File: src/design/fxa_pkg.sv
`default_nettype none

package fxa_pkg;

    // Fraction bits of the fixed-point format (Q17.14)
    localparam int FRAC_BITS = 14;

    localparam int WORD_W = 32;

    typedef enum logic [3:0] {
        OP_RATIO     = 4'd0,
        OP_TO_INT_TR = 4'd1,
        OP_TO_INT_RN = 4'd2,
        OP_ADD       = 4'd3,
        OP_ADD_INT   = 4'd4,
        OP_SUB       = 4'd5,
        OP_SUB_INT   = 4'd6,
        OP_MUL       = 4'd7,
        OP_MUL_INT   = 4'd8,
        OP_DIV       = 4'd9,
        OP_DIV_INT   = 4'd10
    } fxa_op_t;

    // Side information that rides along the divider chain
    typedef struct packed {
        logic                is_div;
        logic                neg;
        logic                dz;
        logic [WORD_W-1:0]   alt;
    } fxa_side_t;

endpackage

`default_nettype wire

File: src/design/fxa_div_cell.sv
`default_nettype none

// One restoring-division step: one quotient bit per cell.
module fxa_div_cell #(
    parameter int DW = fxa_pkg::WORD_W + fxa_pkg::FRAC_BITS
) (
    input  wire logic                clk,
    input  wire logic                rst_n,
    input  wire logic                in_valid,
    output logic                     in_ready,
    input  wire logic [31:0]         in_rem,
    input  wire logic [DW-1:0]       in_dq,
    input  wire logic [31:0]         in_dvsr,
    input  wire fxa_pkg::fxa_side_t  in_side,
    output logic                     out_valid,
    input  wire logic                out_ready,
    output logic [31:0]              out_rem,
    output logic [DW-1:0]            out_dq,
    output logic [31:0]              out_dvsr,
    output fxa_pkg::fxa_side_t       out_side
);

    logic               valid_reg;
    logic [31:0]        rem_reg, rem_next;
    logic [DW-1:0]      dq_reg, dq_next;
    logic [31:0]        dvsr_reg;
    fxa_pkg::fxa_side_t side_reg;

    logic [32:0]        trial;
    logic               ge;

    assign in_ready = !valid_reg || out_ready;

    always_comb
    begin
        trial    = {in_rem, in_dq[DW-1]};
        ge       = trial >= {1'b0, in_dvsr};
        rem_next = ge ? 32'(trial - {1'b0, in_dvsr}) : trial[31:0];
        dq_next  = {in_dq[DW-2:0], ge};
    end

    always_ff @(posedge clk or negedge rst_n)
    begin
        if (!rst_n)
            valid_reg <= 1'b0;
        else if (in_ready)
            valid_reg <= in_valid;
    end

    always_ff @(posedge clk)
    begin
        if (in_ready && in_valid)
        begin
            rem_reg  <= rem_next;
            dq_reg   <= dq_next;
            dvsr_reg <= in_dvsr;
            side_reg <= in_side;
        end
    end

    assign out_valid = valid_reg;
    assign out_rem   = rem_reg;
    assign out_dq    = dq_reg;
    assign out_dvsr  = dvsr_reg;
    assign out_side  = side_reg;

endmodule

`default_nettype wire

File: config.mk
export PLATFORM = sky130hd
export DESIGN_NAME = fxa_div_cell
export DESIGN_NICKNAME = d
export VERILOG_FILES = /design/src/design/fxa_pkg.sv /design/src/design/fxa_div_cell.sv
export SDC_FILE = /design/constraint.sdc
export NUM_CORES = 1
export LEC_CHECK = 0
export BUFFER_PORTS_ARGS = -buffer_cell sky130_fd_sc_hd__buf_4
export CAP_MARGIN = 30
export CORE_MARGIN = 8
export CORE_UTILIZATION = 40
export DETAILED_ROUTE_END_ITERATION = 10
export PLACE_DENSITY = 0.72
export SYNTH_ARGS = -nofsm -noshare
export SYNTH_HDL_FRONTEND = slang
export SYNTH_SLANG_ARGS = --single-unit
File: constraint.sdc
create_clock -name clk -period 4.05 [get_ports clk]
set_clock_uncertainty 0.05 [all_clocks]
set_input_delay 0.2025 -clock clk [delete_from_list [all_inputs] [get_ports clk]]
set_output_delay 0.2025 -clock clk [all_outputs]
set_load 0.03 [all_outputs]
==> impl_metrics.py <==
metrics = {
    "run_status": {
        "status": "finished clean",
    },
    "pwr": {
        "peakVddDrop_v": 0.000290,
        "p_leak_nw": 4.64,
        "p_int_mw": 3.17,
        "p_comb_share_pct": 22.8,
        "clock_power_share_pct": 36.0,
        "swShare_pct": 28.7,
        "switching_power_mw": 1.27,
        "power.share.sequential_pct": 41.2,
        "powerDensity_mw_per_mm2": 411,
    },
    "clock_network": {
        "cts_tree": "done",
        "cts-root-buf": "clkbuf_16",
        "clock_sinks": 146,
        "numCtsBuffers": 17,
        "clk_pin_slew_ns": 0.06,
        "post_cts_resized": 0,
        "htree_num_levels": 4,
        "hold_buffers": 114,
        "cts_setup_buffers": 0,
        "clk_latency_ns": 0.42,
        "cts.path.max_buffers": 2,
    },
    "finish": {
        "fin_cells": 1144,
        "regArea_mm2": 0.00438,
        "final_cell_mix": "buf_4 (299), edfxtp_1 (145), dlygate4sd3_1 (114)",
        "layout-drive-gt1-share_pct": 37.1,
        "area_growth_pct": 63.4,
        "fillers": 1221,
        "multi_input_area_mm2": 0.00200,
        "layout_commonest_cell": "buf_4",
        "fin_nets": 1091,
    },
    "critical_path": {
        "ff2ff_path_depth": 3,
        "critPathMaxFanout": 31,
        "required_ns": 4.17,
        "r2r_end": "out_dvsr[0]",
        "critPathLaunch": "in_dvsr[17]",
        "arrival_ns": 3.70,
        "timing_worst_setup_path_type": "in -> reg",
        "cp-start-kind": "input port",
        "end_kind": "flip-flop",
        "r2r_start": "out_valid",
        "r2r_slack_ns": 1.89,
    },
    "synth": {
        "synthFlopType": "edfxtp_1",
        "async_flop_share_pct": 0.685,
        "synth_cells": 494,
        "synth_cell_type_count": 49,
        "avgSynthCellArea_um2": 13.4,
        "yosysSeqAreaShare_pct": 66.3,
        "yosysWarnings": 0,
        "synth-edff-count": 145,
        "synth-seq-cells": 146,
        "synth_nets": 676,
        "netlist_area_mm2": 0.00661,
    },
    "floorplanning": {
        "die_h_um": 145,
        "die_x_um": 145,
        "core_area_mm2": 0.0163,
        "rows": 47,
        "num_io_pins": 296,
        "initial_utilization_pct": 40.4,
        "dieArea_mm2": 0.0209,
    },
    "timing": {
        "slew_viol_final": 0,
        "finalHoldViolations": 0,
        "fin_crit_sh_pct": 88.4,
        "timing.hold.ws_ns": 0.0309,
        "relSlewSlack_pct": 38.1,
        "setup_viol": 0,
        "final.min_clock_period_ns": 3.58,
        "rsz0062_at_grt": "false",
        "worst_pin_slew_ns": 0.929,
        "setup_tns_ns": 0,
        "max_freq_mhz": 279,
    },
    "routing": {
        "routed_wl_mm": 23.7,
        "drt_pass1_iterations": 4,
        "drc_errors": 0,
        "detail_route.wl_per_cell_um": 20.7,
        "drt_iter0_markers": 268,
        "vias": 5676,
        "antenna_left": 0,
        "viasPerCell": 4.96,
    },
    "place": {
        "gp_congestion": 0.901,
        "dp_hpwl_mm": 17.4,
        "placedCellCount": 996,
        "io_buffers": 295,
    },
    "grt": {
        "grt_overflow": 0,
        "grt_pass1_wl_mm": 34.4,
        "grt_pass1_vias": 5883,
        "grt_use_total_pct": 22.2,
        "antenna_found_initial": 3,
        "grt_max_degree": 67,
    },
    "hold_path": {
        "hold_depth": 2,
        "hp-class": "in -> reg",
        "worstHoldStart": "in_rem[22]",
        "whs_endpoint": "out_rem[23]",
    },
    "job": {
        "cap_violations": 0,
    },
}
## cells in the mapped netlist (4+ instances only)
master / count / area share, %
nand2_1: 26 / 1.5
inv_1: 38 / 2.2
xnor2_1: 15 / 2.0
a21o_1: 12 / 1.4
ha_1: 32 / 6.1
nand4_1: 8 / 0.76
o21a_1: 6 / 0.68
clkbuf_1: 6 / 0.34
a21oi_1: 56 / 4.2
edfxtp_1: 145 / 66
nand2b_1: 5 / 0.47
mux2_2: 6 / 1.0
o211ai_1: 4 / 0.45
buf_2: 8 / 0.61
a31oi_1: 5 / 0.47
xor2_1: 12 / 1.6
o21ai_0: 16 / 1.2
mux2_1: 4 / 0.68
nor2_1: 35 / 2.0
nand3_1: 8 / 0.61
nor4_1: 4 / 0.38
## state kept, by name, indices dropped and copies added (netlist names)
name and flops:
out_valid 1, out_side 35, out_rem 32, out_dvsr 32, out_dq 46
## metrics by stage
step | total power [mW] | area, um2 | worst slack [ns] | util [%]
2_1_floorplan | 2.40 | 6610 | 0.878 | -
3_3_place_gp | 2.75 | 9060 | 0.728 | 55.4
3_5_place_dp | 2.77 | 9060 | 0.625 | 55.4
4_1_cts | 4.46 | 10800 | 0.502 | 66.0
5_1_grt | 4.60 | 10800 | 0.254 | 66.1
6_report | 4.44 | 10800 | 0.472 | 66.1
## per-layer routing
metal  global-route usage [%]  up-vias  part of all wire (%)
met3                     7.20       32                   8.6
li1                         -     2670                     -
met2                     39.0      233                    51
met4                     8.60        2                   2.2
met5                        0        -                 0.051
met1                     24.4     2739                    39
## cell families (layout without fill, tap and decap cells)
group	after synthesis	count (layout)	synth area share [%]
buffers and inverters	56	484	3.52
AO/OA/AOI/OAI	119	119	11.1
multiplexers	11	11	1.86
XOR/XNOR	27	27	3.58
AND/OR/NAND/NOR	102	102	7.33
other	0	2	0
flip-flops	146	146	66.3
adder cells (fa/ha/maj)	33	33	6.36
## final cells by class
type                            instances  share of cell area [%]
Clock inverter                         15                    1.55
Tap cell                              220                    2.55
Sequential cell                       146                    40.6
Timing Repair Buffer                  414                    31.5
Multi-Input combinational cell        292                    18.5
Inverter                               38                    1.32
Antenna cell                            2                  0.0463
Clock buffer                           17                    3.94
## power by group through the flow
stage | logic (mW) | clock network, mW | registers [mW]
detailed placement | 0.910 | 0 | 1.86
global placement | 0.898 | 0 | 1.86
floorplan | 0.337 | 0 | 2.06
CTS | 1.01 | 1.62 | 1.83
global route | 1.08 | 1.69 | 1.84
finish | 1.01 | 1.60 | 1.83
## worst max-delay path, cell delays in order
cell,delay (ns)
dlygate4sd3_1,0.61
buf_4,0.14
inv_1,0.03
ha_1,0.39
nand4_1,0.18
or4_1,0.50
a21oi_1,0.14
nor3_1,0.09
a211oi_2,0.24
o21ai_2,0.16
o31ai_4,0.26
buf_4,0.36
mux2_2,0.38
## worst max path at each step
stage	slack [ns]	cells past startpoint	end
after floorplan	0.88	2	out_dq[0]
after detailed placement	0.62	13	out_rem[30]
final	0.47	13	out_rem[10]
after global routing	0.25	13	out_rem[8]
after CTS	0.50	13	out_rem[10]
after global placement	0.73	13	out_rem[30]
Note: power is estimated with default switching activity, not from simulation.
