[config.mk]
export PLATFORM = sky130hd
export DESIGN_NAME = fxa_front
export DESIGN_NICKNAME = d
export VERILOG_FILES = /design/src/design/fxa_pkg.sv /design/src/design/fxa_front.sv
export SDC_FILE = /design/constraint.sdc
export NUM_CORES = 2
export LEC_CHECK = 0
export BUFFER_PORTS_ARGS = -buffer_cell sky130_fd_sc_hd__buf_4
export CORE_MARGIN = 5
export CORE_UTILIZATION = 55
export CTS_BUF_LIST = sky130_fd_sc_hd__clkbuf_4 sky130_fd_sc_hd__clkbuf_8 sky130_fd_sc_hd__clkbuf_16
export CTS_CLUSTER_DIAMETER = 100
export DETAILED_ROUTE_END_ITERATION = 8
export GPL_TIMING_DRIVEN = 0
export PLACE_DENSITY = 0.72
export SLEW_MARGIN = 10
export SYNTH_ARGS = -nofsm -noshare
export SYNTH_HDL_FRONTEND = slang
export SYNTH_SLANG_ARGS = --single-unit
[constraint.sdc]
create_clock -name clk -period 14.3 [get_ports clk]
set_clock_uncertainty 0.1 [all_clocks]
set_input_delay 0.715 -clock clk [delete_from_list [all_inputs] [get_ports clk]]
set_output_delay 0.715 -clock clk [all_outputs]
set_load 0.01 [all_outputs]
[src/design/fxa_pkg.sv]
`default_nettype none

package fxa_pkg;

    // Fraction bits of the fixed-point format (Q17.14)
    localparam int FRAC_BITS = 14;

    localparam int WORD_W = 32;

    typedef enum logic [3:0] {
        OP_RATIO     = 4'd0,
        OP_TO_INT_TR = 4'd1,
        OP_TO_INT_RN = 4'd2,
        OP_ADD       = 4'd3,
        OP_ADD_INT   = 4'd4,
        OP_SUB       = 4'd5,
        OP_SUB_INT   = 4'd6,
        OP_MUL       = 4'd7,
        OP_MUL_INT   = 4'd8,
        OP_DIV       = 4'd9,
        OP_DIV_INT   = 4'd10
    } fxa_op_t;

    // Side information that rides along the divider chain
    typedef struct packed {
        logic                is_div;
        logic                neg;
        logic                dz;
        logic [WORD_W-1:0]   alt;
    } fxa_side_t;

endpackage

`default_nettype wire

[src/design/fxa_front.sv]
`default_nettype none

// Two-stage front end: operand decode, simple ops, multiplier, divider setup.
module fxa_front #(
    parameter int FRAC_BITS = fxa_pkg::FRAC_BITS,
    parameter int DW        = fxa_pkg::WORD_W + FRAC_BITS
) (
    input  wire logic                clk,
    input  wire logic                rst_n,
    input  wire logic                in_valid,
    output logic                     in_ready,
    input  wire logic [3:0]          in_op,
    input  wire logic signed [31:0]  in_a,
    input  wire logic signed [31:0]  in_b,
    output logic                     out_valid,
    input  wire logic                out_ready,
    output logic [DW-1:0]            out_dq,
    output logic [31:0]              out_dvsr,
    output fxa_pkg::fxa_side_t       out_side
);

    localparam logic [32:0] HALF  = 33'(1) << (FRAC_BITS - 1);
    localparam logic [31:0] FMASK = (32'(1) << FRAC_BITS) - 32'd1;

    typedef enum logic [1:0] {
        MODE_SIMPLE,
        MODE_MUL,
        MODE_MUL_INT
    } mode_t;

    // stage 1 registers
    logic               s1_valid_reg;
    logic signed [63:0] prod_reg;
    logic [31:0]        simple_reg;
    mode_t              mode_reg;
    logic [DW-1:0]      dvd_reg;
    logic [31:0]        dvsr_reg;
    logic               is_div_reg, neg_reg, dz_reg;

    // stage 2 registers
    logic               s2_valid_reg;
    logic [DW-1:0]      dq_reg;
    logic [31:0]        dvsr2_reg;
    fxa_pkg::fxa_side_t side_reg;

    logic               s1_ready, s2_ready;

    logic signed [63:0] prod_next;
    logic [31:0]        simple_next;
    mode_t              mode_next;
    logic [DW-1:0]      dvd_next;
    logic               is_div_next, neg_next, dz_next;

    logic               a_neg, b_neg, num_neg;
    logic [31:0]        mag_a, mag_b, mag_num, num;
    logic signed [31:0] tr_sum;
    logic signed [32:0] rn_sum;
    fxa_pkg::fxa_side_t side_next;

    assign s2_ready = !s2_valid_reg || out_ready;
    assign s1_ready = !s1_valid_reg || s2_ready;
    assign in_ready = s1_ready;

    always_comb
    begin
        a_neg   = in_a[31];
        b_neg   = in_b[31];
        num     = 32'(in_a) << FRAC_BITS;
        num_neg = num[31];
        mag_a   = a_neg ? (~in_a + 32'd1) : in_a;
        mag_b   = b_neg ? (~in_b + 32'd1) : in_b;
        mag_num = num_neg ? (~num + 32'd1) : num;

        // truncation toward zero: bias negatives by 2^F-1 before the shift
        tr_sum  = in_a + $signed(a_neg ? FMASK : 32'd0);
        // rounding: a+half or a-half, then truncate toward zero (folded bias)
        rn_sum  = $signed({in_a[31], in_a}) + $signed(a_neg ? (HALF - 33'd1) : HALF);

        prod_next   = 64'(in_a) * 64'(in_b);
        simple_next = '0;
        mode_next   = MODE_SIMPLE;
        dvd_next    = '0;
        is_div_next = 1'b0;
        neg_next    = 1'b0;

        unique case (fxa_pkg::fxa_op_t'(in_op))
            fxa_pkg::OP_RATIO:
            begin
                is_div_next = 1'b1;
                dvd_next    = DW'(mag_num);
                neg_next    = num_neg ^ b_neg;
            end
            fxa_pkg::OP_TO_INT_TR: simple_next = 32'(tr_sum >>> FRAC_BITS);
            fxa_pkg::OP_TO_INT_RN: simple_next = 32'(rn_sum >>> FRAC_BITS);
            fxa_pkg::OP_ADD:       simple_next = in_a + in_b;
            fxa_pkg::OP_ADD_INT:   simple_next = in_a + (in_b << FRAC_BITS);
            fxa_pkg::OP_SUB:       simple_next = in_a - in_b;
            fxa_pkg::OP_SUB_INT:   simple_next = in_a - (in_b << FRAC_BITS);
            fxa_pkg::OP_MUL:       mode_next = MODE_MUL;
            fxa_pkg::OP_MUL_INT:   mode_next = MODE_MUL_INT;
            fxa_pkg::OP_DIV:
            begin
                is_div_next = 1'b1;
                dvd_next    = DW'(mag_a) << FRAC_BITS;
                neg_next    = a_neg ^ b_neg;
            end
            fxa_pkg::OP_DIV_INT:
            begin
                is_div_next = 1'b1;
                dvd_next    = DW'(mag_a);
                neg_next    = a_neg ^ b_neg;
            end
            default: ;
        endcase

        dz_next = is_div_next && (in_b == 32'sd0);
    end

    always_comb
    begin
        side_next.is_div = is_div_reg;
        side_next.neg    = neg_reg;
        side_next.dz     = dz_reg;
        unique case (mode_reg)
            MODE_MUL:     side_next.alt = prod_reg[FRAC_BITS +: 32];
            MODE_MUL_INT: side_next.alt = prod_reg[31:0];
            default:      side_next.alt = simple_reg;
        endcase
    end

    always_ff @(posedge clk or negedge rst_n)
    begin
        if (!rst_n)
        begin
            s1_valid_reg <= 1'b0;
            s2_valid_reg <= 1'b0;
        end
        else
        begin
            if (s1_ready)
                s1_valid_reg <= in_valid;
            if (s2_ready)
                s2_valid_reg <= s1_valid_reg;
        end
    end

    always_ff @(posedge clk)
    begin
        if (s1_ready && in_valid)
        begin
            prod_reg   <= prod_next;
            simple_reg <= simple_next;
            mode_reg   <= mode_next;
            dvd_reg    <= dvd_next;
            dvsr_reg   <= mag_b;
            is_div_reg <= is_div_next;
            neg_reg    <= neg_next;
            dz_reg     <= dz_next;
        end
        if (s2_ready && s1_valid_reg)
        begin
            dq_reg    <= dvd_reg;
            dvsr2_reg <= dvsr_reg;
            side_reg  <= side_next;
        end
    end

    assign out_valid = s2_valid_reg;
    assign out_dq    = dq_reg;
    assign out_dvsr  = dvsr2_reg;
    assign out_side  = side_reg;

endmodule

`default_nettype wire

==> impl_results.md <==
- Reg-to-reg slack, setup: 12010 ps
- Syn Nets: 5598
- Cts repair resizes: 0
- Routed WL: 159 mm
- Area Growth Syn to Fin: 8.32%
- CP endpoint: prod_reg[45]
- Avg WL per Cell: 27.5 um
- Critical path origin: in_a[31]
- FFs w/ async S/R, synth: 0.00725
- Fin Setup TNS: 0 ps
- Clock transition at path regs: ~70 ps
- FMAX: 0.0958 GHz
- TritonCTS clock tree: yes
- Sequential share of the synthesized area: 0.190
- Vias per inst: 5.99
- Yosys reg bits: between 200 and 300
- IO Port Bufs: 173
- Mapped Area: roughly 0.043 mm^2
- RePlAce Congestion: 1.06
- Worst EP required: 14380 ps
- CTS Sinks: 276
- Post-CTS setup buffer count: 0
- Met2 wire len: between 60 and 70 mm
- Simple-gate share of the synthesized area: 0.159
- Capturing point of the worst reg2reg path: prod_reg[19]
- Worst-Skew Late Latency: between 500 and 600 ps
- Min-Delay Path Class: in -> reg
- Max clock buf depth: 3
- CP arrival: 10520 ps
- First-pass GRT wire length: approximately 230 mm
- Starting density of the core: 0.553
- FP Rows: 103
- Vias in the first global route: 35100
- Pins over their slew limit: 0
- Minimum clock period: 10440 ps
- Crit start category: primary input
- Initial DRC Count: 3935
- Maxcap violations: 0
- Cells after Synth: 4496
- Core area: slightly below 0.08 mm^2
- M1 wire length: approximately 57 mm
- Slew HR: 0.0870
- Pin count of the biggest net entering global routing: 68
- Share of layout cells above drive strength 1: 0.0534
- Worst reg2reg startpoint: s1_valid_reg
- EDFF count, synth: 274
- Drt pass-1 iters: 8
- Synth Warn #: 0
- Synth Flop Type: edfxtp_1
- CTS Hold Buffers Added: 1
- Gr ovfl total: 0
- Post-synthesis cell type count: about 80
- Post-synthesis mux area share: 0.00164
- Drc violations: 0
- Cell depth of the worst flop-to-flop path: 4
- H-tree Lvls: 1
- CP endpoint kind: flop
- Tightest Pin Transition: 1360 ps
- Final Hold Vio Count: 0
- ANT nets after route: 0
- Finished Core Util: 0.599
- Unrepaired setup endpoints after global routing: false
- # IOs: between 150 and 200
- Detailed-route via count: 34700
- Dpl hpwl: 132 mm
- Inserted Clock Buffers: 23
- Status: complete, no violations
- Final nets: 5803
- Synth Area in XOR/XNOR: 0.0482
- Place WS: 3730 ps
- Mean Syn Cell Area: 9.67 um^2
- Die area: 0.0847 mm^2
- Die width: around 290 um
- Worst Path Max Fanout: 16
- Tcrit/Tclk final: 0.730
- Final worst setup slack: ~3900 ps
- Synth Area in Adders: 0.434
- Largest family of logic cells by synthesized area: adder cells
- Critical setup path kind: in -> reg
- Die span in y: 291 um
- Post-synthesis compound-gate area fraction: 0.0735
- Initial antenna violation count: 17
- Final setup viols: 0
- Met3 routed WL: 18.5 mm
- Total track usage: 0.372
- CTS root buffer: clkbuf_16
- Max layer used: met5
## metrics by stage
step           hold slack, ps  cell area [um^2]  cells
6_report                  294             47100   5781
5_1_grt                   296             47100   5774
4_1_cts                   278             47000   5768
3_5_place_dp              305             46200   5725
3_3_place_gp              300             46100   5719
2_1_floorplan             300             43500   4496
## cells by family after synthesis
| logic type | Yosys count |
|---|---|
| simple gates | 1381 |
| buf+inv | 1074 |
| fa+ha+maj | 1030 |
| compound gates | 489 |
| flops | 276 |
| xor+xnor | 239 |
| mux | 7 |
## worst min path at each step
stage / start / end / slack, ps / depth (start not counted)
floorplan: dvd_reg[0] / out_dq[0] / 300 / 0
global placement: dvsr_reg[8] / out_dvsr[8] / 300 / 0
detailed placement: dvd_reg[4] / out_dq[4] / 300 / 0
CTS: in_valid / s1_valid_reg / 280 / 2
global route: in_valid / s1_valid_reg / 300 / 2
finish: in_valid / s1_valid_reg / 290 / 2
## worst max-delay path: stages
cell and delay (ps):
buf_4 210, clkbuf_1 530, buf_1 540, clkbuf_1 770, nand2_1 210, inv_1 180, fa_1 460, fa_1 520
fa_1 860, inv_1 290, fa_1 530, fa_1 530, inv_1 60, fa_1 560, inv_1 60, fa_1 470
inv_1 50, fa_1 400, xnor2_1 270, xnor2_1 150, xnor2_1 380, xnor2_1 190, xnor2_1 220, xnor2_1 900
xnor2_1 420
## layout by cell type (no fill, tap or decap), drive strengths merged, types with 18 or more instances in the layout
master    n
a22oi    47
clkbuf  270
o21ai   124
nand2b   33
nand2   552
xnor2   143
nor2    139
nor2b    19
buf     207
a21oi   110
ha      234
and2    482
a21o     47
inv     800
nor3     28
and3     18
nand3    29
edfxtp  274
xor2     96
fa      796
or3      19
a211oi   18
## Yosys cell counts (all sizes together), types with 17 or more instances
| cell type | number | area (um^2) |
|---|---|---|
| inv | 799 | 3000 |
| fa | 796 | 15900 |
| nand2 | 552 | 2070 |
| and2 | 482 | 3020 |
| edfxtp | 274 | 8230 |
| clkbuf | 245 | 920 |
| ha | 234 | 2930 |
| xnor2 | 143 | 1250 |
| nor2 | 139 | 524 |
| o21ai | 124 | 621 |
| a21oi | 110 | 551 |
| xor2 | 96 | 841 |
| a21o | 47 | 353 |
| a22oi | 47 | 353 |
| nand2b | 33 | 206 |
| nand3 | 29 | 145 |
| buf | 28 | 109 |
| nor3 | 28 | 151 |
| nor2b | 19 | 119 |
| or3 | 19 | 124 |
| a211oi | 18 | 135 |
| and3 | 18 | 113 |
| nand4 | 17 | 106 |
## area by class of cell
| cell class | instances | area [um^2] |
|---|---|---|
| Clock inverter | 17 | 262 |
| Timing Repair Buffer | 180 | 1410 |
| Antenna cell | 13 | 32.5 |
| Sequential cell | 276 | 8280 |
| Tap cell | 1050 | 1310 |
| Multi-Input combinational cell | 3146 | 31200 |
| Clock buffer | 25 | 591 |
| Fill cell | 6959 | 31500 |
| Buffer | 273 | 1030 |
| Inverter | 801 | 3010 |
## routing by layer
metal	GRT usage	up-vias
met5	0	-
met4	0.252	6
met3	0.0946	642
met2	0.558	2282
met1	0.477	17300
li1	-	14400
Power is not shown: default switching activity piles up to over one toggle a cycle in this logic, so the estimate is an artifact.
